[src/hw/rtl/qet_pkg.sv]
// qet_pkg: shared types, constants and corner arithmetic for the quadtree lookup
// used by qet_cfg and quadtree_extent_to_tile; no dependencies
package qet_pkg;

    localparam int MAX_LEVEL  = 16;
    localparam int COORD_BITS = 32;
    localparam int LVL_W      = 5;
    localparam int IDX_W      = 16;
    localparam int BASE_W     = 31;
    localparam int ADDR_W     = 4;
    // corner numerators: origin * 2^L + index * base_side, plus headroom
    localparam int NUM_W      = COORD_BITS + BASE_W + 2;

    typedef enum logic [1:0] {
        REG_ORIGIN_X  = 2'd0,
        REG_ORIGIN_Y  = 2'd1,
        REG_BASE_SIDE = 2'd2,
        REG_NONE      = 2'd3
    } reg_idx_t;

    typedef struct packed {
        logic signed [31:0] ext_left;
        logic signed [31:0] ext_top;
        logic signed [31:0] ext_right;
        logic signed [31:0] ext_bottom;
    } in_word_t;

    typedef struct packed {
        logic [15:0] tile_col;
        logic [15:0] tile_row;
        logic [4:0]  tile_level;
        logic        depth_limited;
    } out_word_t;

    typedef struct packed {
        logic signed [NUM_W-1:0] l;
        logic signed [NUM_W-1:0] t;
        logic signed [NUM_W-1:0] r;
        logic signed [NUM_W-1:0] b;
        logic signed [NUM_W-1:0] nx;
        logic signed [NUM_W-1:0] ny;
        logic [IDX_W-1:0]        col;
        logic [IDX_W-1:0]        row;
        logic [LVL_W-1:0]        lvl;
        logic                    go;
    } stage_t;

    // numerator over 2^k, rounded toward zero (k is constant at each call site)
    function automatic logic signed [NUM_W-1:0] corner_f(
        input logic signed [NUM_W-1:0] n,
        input int                      k
    );
        logic signed [NUM_W-1:0] q;
        logic [NUM_W-1:0]        rem;
        q   = n >>> k;
        rem = n & ~({NUM_W{1'b1}} << k);
        if (n[NUM_W-1] && (rem != '0))
            q = q + NUM_W'(1);
        return q;
    endfunction

    function automatic logic signed [NUM_W-1:0] sext_f(input logic [COORD_BITS-1:0] v);
        return NUM_W'(signed'(v));
    endfunction

endpackage

[src/hw/rtl/qet_cfg.sv]
// qet_cfg: apb register file holding origin and root tile side
// depends on qet_pkg
module qet_cfg
    import qet_pkg::*;
(
    input  logic              clk,
    input  logic              rst_n,
    input  logic              psel,
    input  logic              penable,
    input  logic              pwrite,
    input  logic [ADDR_W-1:0] paddr,
    input  logic [31:0]       pwdata,
    output logic [31:0]       prdata,
    output logic              pready,
    output logic [31:0]       origin_x,
    output logic [31:0]       origin_y,
    output logic [BASE_W-1:0] base_side
);

    logic [31:0]       origin_x_reg;
    logic [31:0]       origin_y_reg;
    logic [BASE_W-1:0] base_side_reg;
    reg_idx_t          idx;
    logic              wr;

    assign idx    = reg_idx_t'(paddr[ADDR_W-1:2]);
    assign wr     = psel && penable && pwrite;
    assign pready = 1'b1;

    always_ff @(posedge clk or negedge rst_n)
    begin
        if (!rst_n)
        begin
            origin_x_reg  <= '0;
            origin_y_reg  <= '0;
            base_side_reg <= '0;
        end
        else if (wr)
        begin
            case (idx)
                REG_ORIGIN_X:  origin_x_reg  <= pwdata;
                REG_ORIGIN_Y:  origin_y_reg  <= pwdata;
                REG_BASE_SIDE: base_side_reg <= pwdata[BASE_W-1:0];
                default:       ;
            endcase
        end
    end

    always_comb
    begin
        case (idx)
            REG_ORIGIN_X:  prdata = origin_x_reg;
            REG_ORIGIN_Y:  prdata = origin_y_reg;
            REG_BASE_SIDE: prdata = {1'b0, base_side_reg};
            default:       prdata = '0;
        endcase
    end

    assign origin_x  = origin_x_reg;
    assign origin_y  = origin_y_reg;
    assign base_side = base_side_reg;

endmodule

[config.mk]
export PLATFORM = sky130hd
export DESIGN_NAME = qet_cfg
export DESIGN_NICKNAME = d
export VERILOG_FILES = /design/src/hw/rtl/qet_pkg.sv /design/src/hw/rtl/qet_cfg.sv
export SDC_FILE = /design/constraint.sdc
export NUM_CORES = 1
export LEC_CHECK = 0
export BUFFER_PORTS_ARGS = -buffer_cell sky130_fd_sc_hd__buf_2
export CORE_MARGIN = 4
export CORE_UTILIZATION = 30
export CTS_CLUSTER_SIZE = 28
export DETAILED_ROUTE_END_ITERATION = 16
export PLACE_DENSITY = 0.61
export SYNTH_ARGS = -nofsm -noshare
export SYNTH_HDL_FRONTEND = slang
export SYNTH_SLANG_ARGS = --single-unit
export TNS_END_PERCENT = 30
[constraint.sdc]
create_clock -name clk -period 1 [get_ports clk]
set_input_delay 0.1 -clock clk [delete_from_list [all_inputs] [get_ports clk]]
set_output_delay 0.1 -clock clk [all_outputs]
set_load 0.1 [all_outputs]
# --- Word-level counts from Yosys, hierarchy flattened ---
# Index checks and enable logic that the tools add are counted.
word_totals:
  register_bits: 95
  input_bits: 41
classes:
  n_eq_ne: 2
  muxes: 1
  n_reduce_logical: 6
ops:
  columns: ["operator", "n"]
  rows:
  - ["case mux 32 bit (3 select lines)", 1]
  - ["AND reduction 2 bit", 3]
  - ["== test 2 x 1 -> 1 bit, second input constant", 1]
  - ["== test 2 bit, second input constant", 1]
  - ["logical AND 1 bit", 2]
  - ["logical NOT 2 bit", 1]

# --- Logic depth before layout (Yosys ltp) ---
depth:
  word_depth: 3
  ltp_mapped: 5
  ltp_nobuf: 3

# --- Least setup slack after synthesis ---
# OpenSTA, ideal clock, no wires.
synth_path:
  path_kind: "reg-to-output"
  start: "register origin_y_reg[10] (netlist: origin_y[10])"
  end: "output prdata[10]"
  arrival_ns: 3.213
  required_ns: 0.900
  slack_ns: -2.313
  path_stages_with_launch: 3
  path_buffers: 0
  cell_sequence: "dfrtp_1 > mux2i_1 > o21ai_0"
synth_between:
  elab_chain_cells: 1
synth_lines:
  columns: ["item", "line_no", "text"]
  rows:
  - ["from (decl)", "qet_cfg.sv:21", "logic [31:0] origin_y_reg;"]
  - ["from (signal assigned)", "qet_cfg.sv:42", "REG_ORIGIN_Y: origin_y_reg <= pwdata;"]
  - ["case mux 32 bit (3 select lines)", "qet_cfg.sv:51", "case (idx)"]
  - ["to (decl)", "qet_cfg.sv:13", "output logic [31:0] prdata,"]
# No other way between the ends.

# --- Worst setup path in the final report ---
layout_path:
  start: "register origin_x_reg[22] (netlist: origin_x[22])"
  end: "output prdata[22]"
layout_between:
  elab_chain_cells: 1
layout_lines:
  columns: ["item", "line_no", "text"]
  rows:
  - ["from (decl)", "qet_cfg.sv:20", "logic [31:0] origin_x_reg;"]
  - ["from (signal assigned)", "qet_cfg.sv:41", "REG_ORIGIN_X: origin_x_reg <= pwdata;"]
  - ["case mux 32 bit (3 select lines)", "qet_cfg.sv:51", null]
# No other way between the ends.

==> flow_summary.json <==
{
  "seq_area_sq_mm": 0.00266,
  "violations": "setup timing",
  "insertedDiodeCount": 0,
  "drive_gt1_share_pct": 93.8,
  "synth_top_area_share_pct": 55.0,
  "avgRoutedWirePerCell_um": 19.5,
  "setup.worst_path.class": "flip-flop to primary output",
  "cts_max_level": 3,
  "synth_fp_nets": 353,
  "critPathMaxFanout": 3,
  "cts_buffers": 9,
  "endpoint_kind": "primary output",
  "grt_usage_pct": 18.2,
  "cp.required_ps": 900,
  "syn_area_sq_mm": 0.00432,
  "core_sq_mm": 0.0140,
  "port_buffers": 165,
  "arrival_ps": 1300,
  "syn_to_final_growth_pct": 133,
  "synth_cells": 312,
  "start_util_pct": 30.9,
  "slew-limit-headroom_pct": 64.6,
  "critPathSlowestCell": "dfrtp_4",
  "antenna_found_initial": 0,
  "hold_viol": 0,
  "synth_seq_cells": 95,
  "first_iter_violations": 174,
  "clockRootBuffer": "clkbuf_16",
  "finalClockSkew_ps": 0,
  "layout_setup_ws_ps": -398,
  "synth.most_common_cell": "dfrtp_1",
  "first_pass_iters": 4,
  "ys_top_cells_by_count": "dfrtp_1, mux2_2, mux2i_1",
  "synth_edf_count": 0,
  "die_area_sq_mm": 0.0164,
  "fin_crit_sh_pct": 140,
  "ys_seq_area_share_pct": 55.0,
  "rsz0062_at_grt": "yes",
  "path_clk_slew_ps": 70,
  "place_ws_ps": -466,
  "fin_crit_ps": 1400,
  "cp-start-kind": "flip-flop",
  "avgSynthCellArea_sq_um": 13.9,
  "maxSlewViolCount": 0,
  "synth_area_leader_cell": "dfrtp_1",
  "drt_wl_total_mm": 15.2,
  "place_congestion": 0.751,
  "nets": 637,
  "viasPerCell": 4.68,
  "synthTopCellsByArea": "dfrtp_1, mux2_2, mux2_4",
  "placed_area_sq_mm": 0.00901,
  "leakagePower_uw": 0.00425,
  "clock_latency_ps": 340,
  "max_cap_violations": 0,
  "critPathMaxStageDelay_ps": 510,
  "finalCoreUtilization_pct": 72.1,
  "numClockSinks": 95,
  "cts.path.max_buffers": 2,
  "max_freq_mhz": 715,
  "hold_path.class": "primary input to flip-flop",
  "die_h_um": 128,
  "powerDensity_mw_per_mm2": 2870,
  "nFillCells": 871,
  "die_x_um": 128,
  "finalInstanceArea_sq_mm": 0.0101,
  "rows": 43,
  "vias": 3652,
  "final-setup-viol-count": 148,
  "drc": 0,
  "synthArstFlopShare_pct": 100,
  "grt_pass1_vias": 4020,
  "grt_first_pass_wirelength_mm": 22.9,
  "tightest_slew_ps": 531,
  "hpwl_mm": 10.9,
  "cp_cell_sequence": "mux2i_4, o21ai_4, buf_12",
  "yosysUniqueCellTypes": 18,
  "ant_nets": 0,
  "grt_max_degree": 31,
  "ir_drop_v": 0.00181,
  "cts_tree": "built",
  "ys_warn_count": 0,
  "hold_ws_ps": 18.0,
  "io_pins": 169,
  "status": "finished, violations left",
  "synthFlopType": "dfrtp_1",
  "grt_overflow": 0,
  "multi_input_area_sq_mm": 0.00269
}
-- cell families after synthesis --
group           Yosys count  synth area share, %
simple gates             37                 3.76
flops                    95                 55.0
other cells               1               0.0867
buf+inv                  21                 2.81
compound gates           31                 3.59
mux                     127                 34.8
-- cell usage in the layout, fill, tap and decap left out --
master,instances
buf_4,19
dlygate4sd3_1,2
mux2_4,49
nand3_4,1
nand2_1,31
nor2b_4,1
clkbuf_8,2
dfrtp_2,30
conb_1,1
mux2_2,46
clkbuf_16,9
clkbuf_1,2
clkinv_2,2
nor3b_4,1
dfrtp_1,1
clkinvlp_4,1
nor2_4,1
or3b_4,1
buf_2,32
buf_12,137
buf_6,104
nor3_4,1
dfrtp_4,64
mux2i_4,32
o21ai_4,31
-- routing by layer --
layer	part of all wire, %	vias up	global-route usage (%)	wire, um
met5	0	-	0	0
met1	40	1853	22.2	6050
met2	52	114	30.7	7970
met3	6.2	17	5.33	950
li1	-	1668	-	-
met4	1.7	0	6.12	252
-- power by group --
group	total, uW	switching (uW)	internal, uW	leakage, uW
Sequential	6560	1350	5200	0.00106
Combinational	19200	11200	8020	0.00305
Clock	3250	1430	1820	0.000136
Total	29000	13900	15000	0.00425
-- cell type report --
cell class                 instances  area share (%)
clock buffer                      13            2.58
clock inverter                     3           0.174
multi-input combinational        196            26.7
tap                              180            2.23
timing repair buffer             294            42.0
sequential                        95            26.3
-- final timing paths --
| path | startpoint | endpoint | slack [ps] | cells past startpoint |
|---|---|---|---|---|
| worst max-delay path | origin_x[22]$_DFFE_PN0P_ | prdata[22] | -400 | 3 |
| min in group asynchronous | rst_n | origin_x[29]$_DFFE_PN0P_ | 160 | 2 |
| worst min register to register | base_side[12]$_DFFE_PN0P_ | base_side[12]$_DFFE_PN0P_ | 570 | 1 |
| worst min-delay path | pwdata[11] | origin_y[11]$_DFFE_PN0P_ | 20 | 2 |
| max in group asynchronous | rst_n | origin_y[9]$_DFFE_PN0P_ | 360 | 3 |
| worst max register to register | origin_y[23]$_DFFE_PN0P_ | origin_y[23]$_DFFE_PN0P_ | -190 | 4 |
-- stage by stage --
step	setup TNS (ps)	power, uW	instances
after floorplan	-29640	17100	312
after global placement	-42950	24200	722
after detailed placement	-46150	24400	722
after CTS	-31350	28200	745
after global routing	-37320	29800	781
final	-32420	29000	781
-- what timing repair did --
item,4_1_cts,5_1_grt
gates cloned,0,0
setup buffers,5,41
pin swaps,13,4
resized for setup,58,69
endpoints found under the setup margin,203,189
hold buffers,2,0
hold endpoints to repair,96,0
-- worst max-delay path: cells and delay by family, from the launching register on --
kind / cells / cell delay [ps]
flops: 1 / 510
buf+inv: 1 / 190
mux: 1 / 180
compound gates: 1 / 80
Note: power is estimated with default switching activity, not from simulation.
